[src/design/hlre_pkg.sv]
// Shared types, constants and the hex digit function for the hex line record encoder.
// Used by hlre_front, hlre_fifo, hlre_back and the top level.
`timescale 1ns / 1ps
`default_nettype none

package hlre_pkg;

    localparam int LINE_ADDR_W = 16;
    localparam int LINE_DATA_W = 64;
    localparam int Q_DEPTH     = 2;
    localparam int QPTR_W      = $clog2(Q_DEPTH);
    localparam int QCNT_W      = $clog2(Q_DEPTH + 1);

    // input opcodes
    localparam logic [1:0] OP_DATA = 2'd0;
    localparam logic [1:0] OP_EXEC = 2'd1;

    // ASCII codes
    localparam logic [7:0] CH_S    = 8'h53;
    localparam logic [7:0] CH_X    = 8'h58;
    localparam logic [7:0] CH_STAR = 8'h2A;
    localparam logic [7:0] CH_NL   = 8'h0A;
    localparam logic [7:0] CH_NUL  = 8'h00;
    localparam logic [7:0] CH_0    = 8'h30;
    localparam logic [7:0] CH_A    = 8'h41;

    typedef enum logic [1:0] {
        KIND_DATA,
        KIND_EXEC,
        KIND_ERROR
    } t_kind;

    // one queued job for the back end
    typedef struct packed {
        t_kind                    kind;
        logic                     with_addr;
        logic [LINE_ADDR_W-1:0]   addr;
        logic [LINE_DATA_W-1:0]   data;
    } t_cmd;

    typedef struct packed {
        logic full;
        logic empty;
    } t_q_stat;

    typedef enum logic [3:0] {
        BS_IDLE,
        BS_ADDR_S,
        BS_ADDR_HEX,
        BS_ADDR_NL,
        BS_X,
        BS_NIB,
        BS_SUM,
        BS_NL,
        BS_STAR,
        BS_ERR
    } t_bstate;

    function automatic logic [7:0] hex_char(input logic [3:0] nib);
        logic [7:0] r;
        if (nib < 4'd10) begin
            r = CH_0 + {4'd0, nib};
        end else begin
            r = CH_A + {4'd0, nib} - 8'd10;
        end
        return r;
    endfunction

endpackage

`default_nettype wire

[src/design/hlre_front.sv]
// Front end: accepts input beats, classifies them and tracks the next expected address.
// Depends on hlre_pkg.
`timescale 1ns / 1ps
`default_nettype none

module hlre_front #(
    parameter int ADDR_WIDTH = 16
) (
    input  wire logic                               i_clk,
    input  wire logic                               i_rst_n,
    input  wire logic                               i_in_valid,
    output logic                                    o_in_ready,
    input  wire logic [1:0]                         i_opcode,
    input  wire logic [hlre_pkg::LINE_ADDR_W-1:0]   i_line_address,
    input  wire logic [hlre_pkg::LINE_DATA_W-1:0]   i_line_bytes,
    input  wire hlre_pkg::t_q_stat                  i_q_stat,
    output logic                                    o_push,
    output hlre_pkg::t_cmd                          o_cmd
);
    import hlre_pkg::*;

    logic [ADDR_WIDTH-1:0] r_next_addr, n_next_addr;
    logic                  r_addr_known, n_addr_known;
    logic [ADDR_WIDTH-1:0] addr_ext;
    logic                  accept;
    logic                  aligned;

    // no beat is taken while reset is held
    assign o_in_ready = i_rst_n && !i_q_stat.full;
    assign accept     = i_in_valid && o_in_ready;
    assign addr_ext   = ADDR_WIDTH'(i_line_address);
    assign aligned    = (i_line_address[2:0] == 3'd0);

    always_comb begin
        o_push         = 1'b0;
        o_cmd.kind     = KIND_DATA;
        o_cmd.with_addr = !r_addr_known || (r_next_addr != addr_ext);
        o_cmd.addr     = i_line_address;
        o_cmd.data     = i_line_bytes;
        n_next_addr    = r_next_addr;
        n_addr_known   = r_addr_known;
        if (accept) begin
            if (i_opcode == OP_DATA) begin
                o_push = 1'b1;
                if (!aligned) begin
                    o_cmd.kind = KIND_ERROR;
                end else begin
                    n_next_addr  = addr_ext + ADDR_WIDTH'(8);
                    n_addr_known = 1'b1;
                end
            end else if (i_opcode == OP_EXEC) begin
                o_push     = 1'b1;
                o_cmd.kind = KIND_EXEC;
            end
        end
    end

    always_ff @(posedge i_clk) begin
        if (!i_rst_n) begin
            r_next_addr  <= '0;
            r_addr_known <= 1'b0;
        end else begin
            r_next_addr  <= n_next_addr;
            r_addr_known <= n_addr_known;
        end
    end

endmodule

`default_nettype wire

[src/design/hlre_fifo.sv]
// Two-entry job queue between the front and back ends.
// Depends on hlre_pkg.
`timescale 1ns / 1ps
`default_nettype none

module hlre_fifo (
    input  wire logic               i_clk,
    input  wire logic               i_rst_n,
    input  wire logic               i_push,
    input  wire hlre_pkg::t_cmd     i_cmd,
    input  wire logic               i_pop,
    output hlre_pkg::t_cmd          o_head,
    output hlre_pkg::t_q_stat       o_q_stat
);
    import hlre_pkg::*;

    t_cmd              r_mem [Q_DEPTH];
    logic [QPTR_W-1:0] r_wp, r_rp;
    logic [QCNT_W-1:0] r_cnt;
    logic              do_push, do_pop;

    assign o_q_stat.full  = (r_cnt == QCNT_W'(Q_DEPTH));
    assign o_q_stat.empty = (r_cnt == '0);
    assign do_push        = i_push && !o_q_stat.full;
    assign do_pop         = i_pop && !o_q_stat.empty;
    assign o_head         = r_mem[r_rp];

    always_ff @(posedge i_clk) begin
        if (do_push) begin
            r_mem[r_wp] <= i_cmd;
        end
    end

    always_ff @(posedge i_clk) begin
        if (!i_rst_n) begin
            r_wp  <= '0;
            r_rp  <= '0;
            r_cnt <= '0;
        end else begin
            if (do_push) begin
                r_wp <= r_wp + 1'b1;
            end
            if (do_pop) begin
                r_rp <= r_rp + 1'b1;
            end
            if (do_push && !do_pop) begin
                r_cnt <= r_cnt + 1'b1;
            end else if (do_pop && !do_push) begin
                r_cnt <= r_cnt - 1'b1;
            end
        end
    end

endmodule

`default_nettype wire

[src/design/hlre_back.sv]
// Back end: character sequencer with registered output, one character per beat.
// Depends on hlre_pkg.
`timescale 1ns / 1ps
`default_nettype none

module hlre_back (
    input  wire logic                   i_clk,
    input  wire logic                   i_rst_n,
    input  wire hlre_pkg::t_cmd         i_head,
    input  wire hlre_pkg::t_q_stat      i_q_stat,
    output logic                        o_pop,
    output logic                        o_out_valid,
    input  wire logic                   i_out_ready,
    output logic [7:0]                  o_out_char,
    output logic                        o_last_char,
    output logic                        o_align_error
);
    import hlre_pkg::*;

    t_bstate                 r_state, n_state;
    logic [LINE_ADDR_W-1:0]  r_addr;
    logic [LINE_DATA_W-1:0]  r_data;
    logic [3:0]              r_sum;
    logic [3:0]              r_cnt;
    logic                    r_ovalid;
    logic [7:0]              r_ochar;
    logic                    r_olast;
    logic                    r_oerr;

    logic                    advance;
    logic                    take;
    logic [7:0]              cur_char;
    logic                    cur_last;
    logic                    cur_err;
    t_bstate                 first_state;

    assign advance = !r_ovalid || i_out_ready;

    // character produced by the current state
    always_comb begin
        cur_char = CH_NUL;
        cur_last = 1'b0;
        cur_err  = 1'b0;
        unique case (r_state)
            BS_IDLE:     cur_char = CH_NUL;
            BS_ADDR_S:   cur_char = CH_S;
            BS_ADDR_HEX: cur_char = hex_char(r_addr[LINE_ADDR_W-1 -: 4]);
            BS_ADDR_NL:  cur_char = CH_NL;
            BS_X:        cur_char = CH_X;
            BS_NIB:      cur_char = hex_char(r_data[LINE_DATA_W-1 -: 4]);
            BS_SUM:      cur_char = hex_char(r_sum);
            BS_NL: begin
                cur_char = CH_NL;
                cur_last = 1'b1;
            end
            BS_STAR:     cur_char = CH_STAR;
            BS_ERR: begin
                cur_char = CH_NUL;
                cur_last = 1'b1;
                cur_err  = 1'b1;
            end
            default:     cur_char = CH_NUL;
        endcase
        take  = advance && ((r_state == BS_IDLE) || cur_last);
        o_pop = take && !i_q_stat.empty;
    end

    always_comb begin
        unique case (i_head.kind)
            KIND_DATA:  first_state = i_head.with_addr ? BS_ADDR_S : BS_X;
            KIND_EXEC:  first_state = BS_STAR;
            KIND_ERROR: first_state = BS_ERR;
            default:    first_state = BS_ERR;
        endcase
    end

    // next state
    always_comb begin
        n_state = r_state;
        if (take) begin
            n_state = i_q_stat.empty ? BS_IDLE : first_state;
        end else if (advance) begin
            unique case (r_state)
                BS_ADDR_S:   n_state = BS_ADDR_HEX;
                BS_ADDR_HEX: n_state = (r_cnt == 4'd3) ? BS_ADDR_NL : BS_ADDR_HEX;
                BS_ADDR_NL:  n_state = BS_X;
                BS_X:        n_state = BS_NIB;
                BS_NIB:      n_state = (r_cnt == 4'd15) ? BS_SUM : BS_NIB;
                BS_SUM:      n_state = BS_NL;
                BS_STAR:     n_state = BS_NL;
                default:     n_state = r_state;
            endcase
        end
    end

    always_ff @(posedge i_clk) begin
        if (!i_rst_n) begin
            r_state  <= BS_IDLE;
            r_ovalid <= 1'b0;
        end else begin
            r_state <= n_state;
            if (advance) begin
                r_ovalid <= (r_state != BS_IDLE);
            end
        end
    end

    // working registers and output payload
    always_ff @(posedge i_clk) begin
        if (advance) begin
            r_ochar <= cur_char;
            r_olast <= cur_last;
            r_oerr  <= cur_err;
        end
        if (o_pop) begin
            r_addr <= i_head.addr;
            r_data <= i_head.data;
            r_sum  <= '0;
            r_cnt  <= '0;
        end else if (advance) begin
            unique case (r_state)
                BS_ADDR_HEX: begin
                    r_addr <= {r_addr[LINE_ADDR_W-5:0], 4'd0};
                    r_cnt  <= r_cnt + 4'd1;
                end
                BS_NIB: begin
                    r_data <= {r_data[LINE_DATA_W-5:0], 4'd0};
                    r_sum  <= r_sum + r_data[LINE_DATA_W-1 -: 4];
                    r_cnt  <= r_cnt + 4'd1;
                end
                default: r_cnt <= '0;
            endcase
        end
    end

    assign o_out_valid   = r_ovalid;
    assign o_out_char    = r_ochar;
    assign o_last_char   = r_olast;
    assign o_align_error = r_oerr;

endmodule

`default_nettype wire

[src/design/hex_line_record_encoder_unit.sv]
// Each item passes the job queue, then the sequencer state, then the output register.
// Throughput: one character per cycle while the receiver is ready; a data line is 19
// characters, or 25 with an address line, an execution start 2, a misaligned line 1,
// an ignored record none. The rate is set by the single character sequencer in hlre_back.
// Reset (synchronous, active low) empties the queue and clears the remembered address.
`timescale 1ns / 1ps
`default_nettype none

module hex_line_record_encoder_unit #(
    parameter int ADDR_WIDTH = 16
) (
    input  wire logic                               i_clk,
    input  wire logic                               i_rst_n,
    // input channel
    input  wire logic                               i_in_valid,
    output logic                                    o_in_ready,
    input  wire logic [1:0]                         i_opcode,
    input  wire logic [hlre_pkg::LINE_ADDR_W-1:0]   i_line_address,
    input  wire logic [hlre_pkg::LINE_DATA_W-1:0]   i_line_bytes,
    // result channel
    output logic                                    o_out_valid,
    input  wire logic                               i_out_ready,
    output logic [7:0]                              o_out_char,
    output logic                                    o_last_char,
    output logic                                    o_align_error
);
    import hlre_pkg::*;

    // Front end decides per item what must be printed (address line or not,
    // error, execution start) and keeps the next expected address, so that
    // decision is final at the accept beat. Ignored records never enter the queue.
    logic    push;
    logic    pop;
    t_cmd    cmd;
    t_cmd    head;
    t_q_stat q_stat;

    hlre_front #(
        .ADDR_WIDTH (ADDR_WIDTH)
    ) u_front (
        .i_clk          (i_clk),
        .i_rst_n        (i_rst_n),
        .i_in_valid     (i_in_valid),
        .o_in_ready     (o_in_ready),
        .i_opcode       (i_opcode),
        .i_line_address (i_line_address),
        .i_line_bytes   (i_line_bytes),
        .i_q_stat       (q_stat),
        .o_push         (push),
        .o_cmd          (cmd)
    );

    // Two-deep job queue: the front keeps taking items while the back prints.
    hlre_fifo u_fifo (
        .i_clk    (i_clk),
        .i_rst_n  (i_rst_n),
        .i_push   (push),
        .i_cmd    (cmd),
        .i_pop    (pop),
        .o_head   (head),
        .o_q_stat (q_stat)
    );

    // Back end walks the character sequence; the next job is popped on the
    // beat that issues the final character of the current one, so there is
    // no gap between consecutive items.
    hlre_back u_back (
        .i_clk         (i_clk),
        .i_rst_n       (i_rst_n),
        .i_head        (head),
        .i_q_stat      (q_stat),
        .o_pop         (pop),
        .o_out_valid   (o_out_valid),
        .i_out_ready   (i_out_ready),
        .o_out_char    (o_out_char),
        .o_last_char   (o_last_char),
        .o_align_error (o_align_error)
    );

    // error beat is always a lone NUL that closes its item
    a_err_beat: assert property (@(posedge i_clk) disable iff (!i_rst_n)
        (o_out_valid && o_align_error) |-> (o_last_char && (o_out_char == CH_NUL)))
        else $error("alignment error beat malformed");

    // ignored records must not reach the queue
    a_ignore_no_push: assert property (@(posedge i_clk) disable iff (!i_rst_n)
        (i_in_valid && o_in_ready && i_opcode[1]) |-> !push)
        else $error("ignored record pushed");

    // queue status is consistent
    a_q_stat: assert property (@(posedge i_clk) disable iff (!i_rst_n)
        !(q_stat.full && q_stat.empty))
        else $error("queue both full and empty");

    // a pop never happens on an empty queue
    a_pop_nonempty: assert property (@(posedge i_clk) disable iff (!i_rst_n)
        pop |-> !q_stat.empty)
        else $error("pop from empty queue");

endmodule

`default_nettype wire

[config.mk]
export PLATFORM = sky130hd
export DESIGN_NAME = hex_line_record_encoder_unit
export DESIGN_NICKNAME = d
export VERILOG_FILES = /design/src/design/hlre_pkg.sv /design/src/design/hlre_front.sv /design/src/design/hlre_fifo.sv /design/src/design/hlre_back.sv /design/src/design/hex_line_record_encoder_unit.sv
export SDC_FILE = /design/constraint.sdc
export NUM_CORES = 1
export LEC_CHECK = 0
export BUFFER_PORTS_ARGS = -buffer_cell sky130_fd_sc_hd__buf_4
export CAP_MARGIN = 20
export CORE_ASPECT_RATIO = 1.2
export CORE_MARGIN = 4
export CORE_UTILIZATION = 60
export DETAILED_ROUTE_END_ITERATION = 10
export GPL_TIMING_DRIVEN = 0
export PLACE_DENSITY = 0.77
export SYNTH_ARGS = -nofsm -noshare
export SYNTH_HDL_FRONTEND = slang
export SYNTH_SLANG_ARGS = --single-unit
[constraint.sdc]
create_clock -name i_clk -period 14.9 [get_ports i_clk]
set_input_delay 1.49 -clock i_clk [delete_from_list [all_inputs] [get_ports i_clk]]
set_output_delay 1.49 -clock i_clk [all_outputs]
set_load 0.02 [all_outputs]
Yosys cells after proc, flatten, opt, wreduce, memory -nomap -nowiden
Memories as Yosys holds them, arrays and structs flattened. A register that Yosys moved wholly into a read port is not among the register bits.
Cells that the tools add are included.
{ "totals": {"out_inout_bits": 12, "memories": 1, "in_bits": 86, "reg_bits": 124, "wordCells": 121, "mem_bits_rw": 166} }
{ "op_classes": {"n_eq_ne": 15, "n_lt_le_gt_ge": 3, "mux": 34, "reduce_logical": 38, "add_sub_neg": 16} }
{ "mem_list": {"columns": ["memory", "depth", "word_bits", "read_ports", "rd_clocked_by_memory_dff", "wr", "line_no", "rtl"], "rows": [
  ["u_fifo.r_mem", 2, 83, 1, 1, 1, "hlre_fifo.sv:17", "t_cmd r_mem [Q_DEPTH];"]
]} }
{ "op_table": {"columns": ["operator", "n"], "rows": [
  ["$mux 64", 3],
  ["$pmux 8 s7", 1],
  ["$mux 16", 3],
  ["$add 7x4->8 const A", 3],
  ["$mux 8", 3],
  ["$pmux 4 s6", 1],
  ["$sub 8x4->8 const B", 3],
  ["$add 6x4->7 const A", 3],
  ["$add 16x4->16 const B", 1],
  ["$eq 4x3->1 const B", 4],
  ["$mux 4", 4],
  ["$ne 16x16->1", 1],
  ["$eq 4x2->1 const B", 3],
  ["$eq 4x4->1 const B", 3],
  ["$lt 4x4->1 const B", 3],
  ["$mux 2", 6],
  ["$mux 1", 11],
  ["$reduce_bool 2->1", 5],
  ["$logic_and 1x1->1", 8],
  ["$pmux 4 s2", 1],
  ["$reduce_and 2->1", 4],
  ["$reduce_or 2->1", 4],
  ["$reduce_bool 7->1", 1],
  ["$logic_not 1->1", 6],
  ["15 further kinds", 21]
]} }

Longest topological paths before layout
{ "logic_depth": {"depth_word": 10, "depth_mapped": 8, "ltp_nobuf": 6} }

By module
From an unflattened synthesis, not the netlist that was laid out.
{ "unflattened": {"hier_cells": 839, "area_unflattened_um2": 12967.4} }
{ "modules_own_cells": {"columns": ["module", "area_each_um2", "instances", "seq_area_each_um2", "cells_per_inst"], "rows": [
  ["hlre_fifo", 6216.0, 1, 5084.9, 283],
  ["hlre_back", 5117.4, 1, 2932.8, 362],
  ["hlre_front", 1634.1, 1, 340.3, 194]
]} }

Worst setup path after synthesis
Ideal clock, no wire load.
{ "synth_path": {"kind": "in2reg", "from": "in i_in_valid", "to": "mem u_fifo.r_mem[0][0] in the netlist's numbering, enable pin", "t_arrival_ns": 5.380, "path_buffers": 0, "cell_stages": 3, "setup_time_ns": 0.525, "t_required_ns": 14.375, "path_slack_ns": 8.995, "path_cell_list": "nor2b_1 nand3_1 nor2_1"} }
{ "synth_between": {"elab_chain_cells": 5} }
{ "synth_lines": {"columns": ["item", "line_no", "rtl"], "rows": [
  ["from (decl)", "hex_line_record_encoder_unit.sv:15", "input wire logic i_in_valid,"],
  ["$logic_and 1x1->1", "hlre_front.sv:30", "assign accept = i_in_valid && o_in_ready;"],
  ["$mux 1", "hlre_front.sv:42", "if (accept) begin"],
  ["$logic_and 1x1->1", "hlre_fifo.sv:24", "assign do_push = i_push && !o_q_stat.full;"],
  ["$mux 1", "hlre_fifo.sv:29", "if (do_push) begin"],
  ["$mux 1 (implied by the code)", "hlre_fifo.sv:30", "r_mem[r_wp] <= i_cmd;"],
  ["to (decl)", "hlre_fifo.sv:17", null]
]} }
No other way between the ends.

Worst setup path in the final report
{ "layout_path": {"from": "in i_rst_n", "to": "out o_in_ready"} }
{ "layout_between": {"elab_chain_cells": 1} }
{ "layout_lines": {"columns": ["item", "line_no", "rtl"], "rows": [
  ["from (decl)", "hex_line_record_encoder_unit.sv:13", "input wire logic i_rst_n,"],
  ["$logic_and 1x1->1", "hlre_front.sv:29", "assign o_in_ready = i_rst_n && !i_q_stat.full;"],
  ["to (decl)", "hex_line_record_encoder_unit.sv:16", "output logic o_in_ready,"]
]} }
No other way between the ends.

==> impl_metrics.yaml <==
timing:
  timing_worst_slew_pin_value_ps: 847
  hold-worst-slack_ps: 465
  layout_worst_path_cycle_share_pct: 30.5
  clock_skew_ps: 13.6
  finalSetupViolCount: 0
  slew_headroom_pct: 43.5
  timing.fmax_ghz: 0.220
  maxSlewViolCount: 0
  final.setup.tns_ps: 0
  rsz0062_at_grt: "no"
  final.min_clock_period_ps: 4550
  hold_viol_final: 0
die:
  starting_density_pct: 61.4
  pin_count: 98
  chipHeight_um: 163
  design.core.area_um2: 19700
  die_x_um: 138
  die_outline_area_um2: 22500
  placement_rows: 56
min_path:
  holdCritPathClass: "register to register"
route:
  wl_per_cell_um: 18.5
  drt_wl_total_mm: 23.5
  firstDrtPassIters: 4
  drc: 0
  detail-route-antenna-nets: 0
  wl_met1_mm: 9.22
  top_signal_layer_used: "met5"
  met3_wirelength_mm: 1.41
  violation_count_after_the_first_detailed_routing_iteration: 465
  drt-vias-per-instance: 5.79
  routed-via-count: 7358
  dr_wl_met2_mm: 12.5
placed_design:
  io_buffer_count: 95
  placement.cell_area_um2: 13300
  global_placement_routability_congestion: 0.870
  dp.cells: 1221
  total_half_perimeter_wirelength_after_legalization_and_detailed_placement_mm: 16.1
finish:
  nets: 1084
  layout.cells.most_common: "sky130_fd_sc_hd__edfxtp_1"
  final_cell_mix: "sky130_fd_sc_hd__edfxtp_1 (255), sky130_fd_sc_hd__a21oi_1 (157), sky130_fd_sc_hd__buf_4 (97)"
  area_growth_syn_to_layout_pct: 17.0
  antenna_cells: 0
  final_cell_count_no_fill: 1271
  post_route_cells_drive_above_1_share_pct: 18.5
  post-route-cell-area_um2: 14100
  count_of_fill_cells_added_during_filler_insertion: 1346
power:
  vdd_drop_max_mv: 0.112
  lkg_pwr_nw: 4.73
  pwr_cell_area_nw_per_um2: 169
job:
  maxCapViolCount: 0
yosys:
  syn-mean-instance-area_um2: 14.1
  synth_seq_cells: 290
  post_synth_instance_area_um2: 12100
  seq_area_frac_synth_pct: 69.2
  synth_async_sr_flop_share_pct: 0
  synthCells: 859
  synth.yosys.warnings: 0
  synth_flop_cell: "sky130_fd_sc_hd__edfxtp_1"
  synth_enable_flop_cells: 255
  post_synth_num_cell_types: 64
  synth_nets: 954
grt:
  first_global_vias: 7331
  number_of_antenna_violations_at_the_first_check_in_global_routing: 1
  grt_first_pass_wirelength_mm: 37.3
  grt_max_degree: 65
  gr-total-overflow: 0
  groute.usage.overall_pct: 21.3
run_status:
  run_status: "finished, final reports clean"
cts:
  cts-buffers-inserted: 27
  cts.root.buffer_cell: "sky130_fd_sc_hd__clkbuf_16"
  hold_buffers: 0
  cts.htree.levels: 1
  clock-sinks: 290
  tritoncts: "yes"
  post_cts_resized: 0
  clockBufferDepth: 3
  postCtsSetupBuffers: 0
  worst_setup_hold_path_clk_slew_ps: 60
  clk-insertion-delay-late_ps: 540
setup_path:
  worst_path_max_delay_cell: "sky130_fd_sc_hd__buf_1"
  cp_data_arrival_time_ps: 3060
  worstSetupEndpointType: "output pin"
  setup.worst_path.class: "input port to output pin"
  cp_max_fo: 10
  crit_path_cell_trace: "buf_2, inv_1, clkbuf_1, buf_1, nor2_1, buf_4"
  worst-endpoint-required_ps: 13410
  start_kind: "input port"
  crit_path_max_cell_delay_ps: 470
==> cells by family after synthesis <==
kind of cell	count (synthesis)	synth area share, %
buf+inv	69	2.56
fa+ha+maj	9	0.994
xor+xnor	33	2.39
simple gates	129	5.99
mux	86	7.15
other cells	1	0.0310
compound gates	242	11.7
flops	290	69.2
==> where the power goes <==
part	switching (mW)	internal, mW
combinational	0.419	0.231
sequential	0.0452	1.04
clock	0.275	0.368
total	0.739	1.64
==> routing by layer <==
| layer | vias to the layer above | GRT usage, % |
|---|---|---|
| li1 | 3538 | - |
| met1 | 3591 | 27.1 |
| met2 | 198 | 37.7 |
| met3 | 29 | 4.13 |
| met4 | 2 | 4.72 |
| met5 | - | 0 |
==> through the flow <==
| step | utilization [%] | total power [mW] | setup WS [ps] |
|---|---|---|---|
| floorplan | - | 1.56 | 8990 |
| global placement | 66.6 | 1.74 | 6680 |
| detailed placement | 67.6 | 1.75 | 10310 |
| CTS | 71.8 | 2.40 | 10310 |
| global route | 71.8 | 2.51 | 10190 |
| finish | 71.8 | 2.38 | 10350 |
==> path summary, 6_finish.rpt <==
| path | to | startpoint | cells after the start | slack (ps) |
|---|---|---|---|---|
| worst max register to register | u_back.r_data[2] | u_back.o_out_valid | 6 | 12000 |
| worst max-delay path | o_in_ready | i_rst_n | 6 | 10350 |
| worst min register to register | u_back.r_cnt[1] | u_back.r_cnt[1] | 2 | 460 |
| worst min-delay path | u_back.r_cnt[1] | u_back.r_cnt[1] | 2 | 460 |
==> cells in the mapped netlist, types with 11 or more instances <==
cell type / number / area [um^2]
sky130_fd_sc_hd__inv_1: 15 / 56.3
sky130_fd_sc_hd__a211oi_1: 14 / 105
sky130_fd_sc_hd__mux2i_1: 84 / 841
sky130_fd_sc_hd__nor2_1: 25 / 93.8
sky130_fd_sc_hd__o21ai_0: 17 / 85.1
sky130_fd_sc_hd__xnor2_1: 23 / 201
sky130_fd_sc_hd__nand3_1: 15 / 75.1
sky130_fd_sc_hd__clkbuf_1: 28 / 105
sky130_fd_sc_hd__a21oi_1: 157 / 786
sky130_fd_sc_hd__nand2b_1: 11 / 68.8
sky130_fd_sc_hd__buf_2: 15 / 75.1
sky130_fd_sc_hd__edfxtp_1: 255 / 7660
sky130_fd_sc_hd__dfxtp_1: 35 / 701
sky130_fd_sc_hd__a21oi_2: 17 / 149
sky130_fd_sc_hd__nand2_1: 21 / 78.8
==> sequential cells by signal, summed over array words and instances, names as in the netlist, named ones only <==
name	flops
u_back.o_align_error	1
u_back.o_last_char	1
u_back.o_out_char	7
u_back.o_out_valid	1
u_back.r_addr	16
u_back.r_cnt	4
u_back.r_data	64
u_back.r_state	4
u_back.r_sum	4
u_fifo.r_cnt	2
u_fifo.r_mem	166
u_fifo.r_rp	1
u_fifo.r_wp	1
u_front.r_addr_known	1
u_front.r_next_addr	16
==> critical path: cells and delay by family <==
| family | cells | cell delay [ps] |
|---|---|---|
| and+or+nand+nor | 1 | 160 |
| buffers and inverters | 5 | 1400 |
==> layout make-up <==
cell class	instances	area [um^2]	share of cell area, %
flip-flops and latches	290	8360	59.1
multi-input cells	500	3440	24.3
repair buffers	101	878	6.21
clock buffers	43	766	5.42
well taps	261	327	2.31
plain buffers	54	253	1.79
clock inverters	7	61.3	0.434
inverters	15	56.3	0.398
No activity file was read; power rests on OpenSTA's default activity.
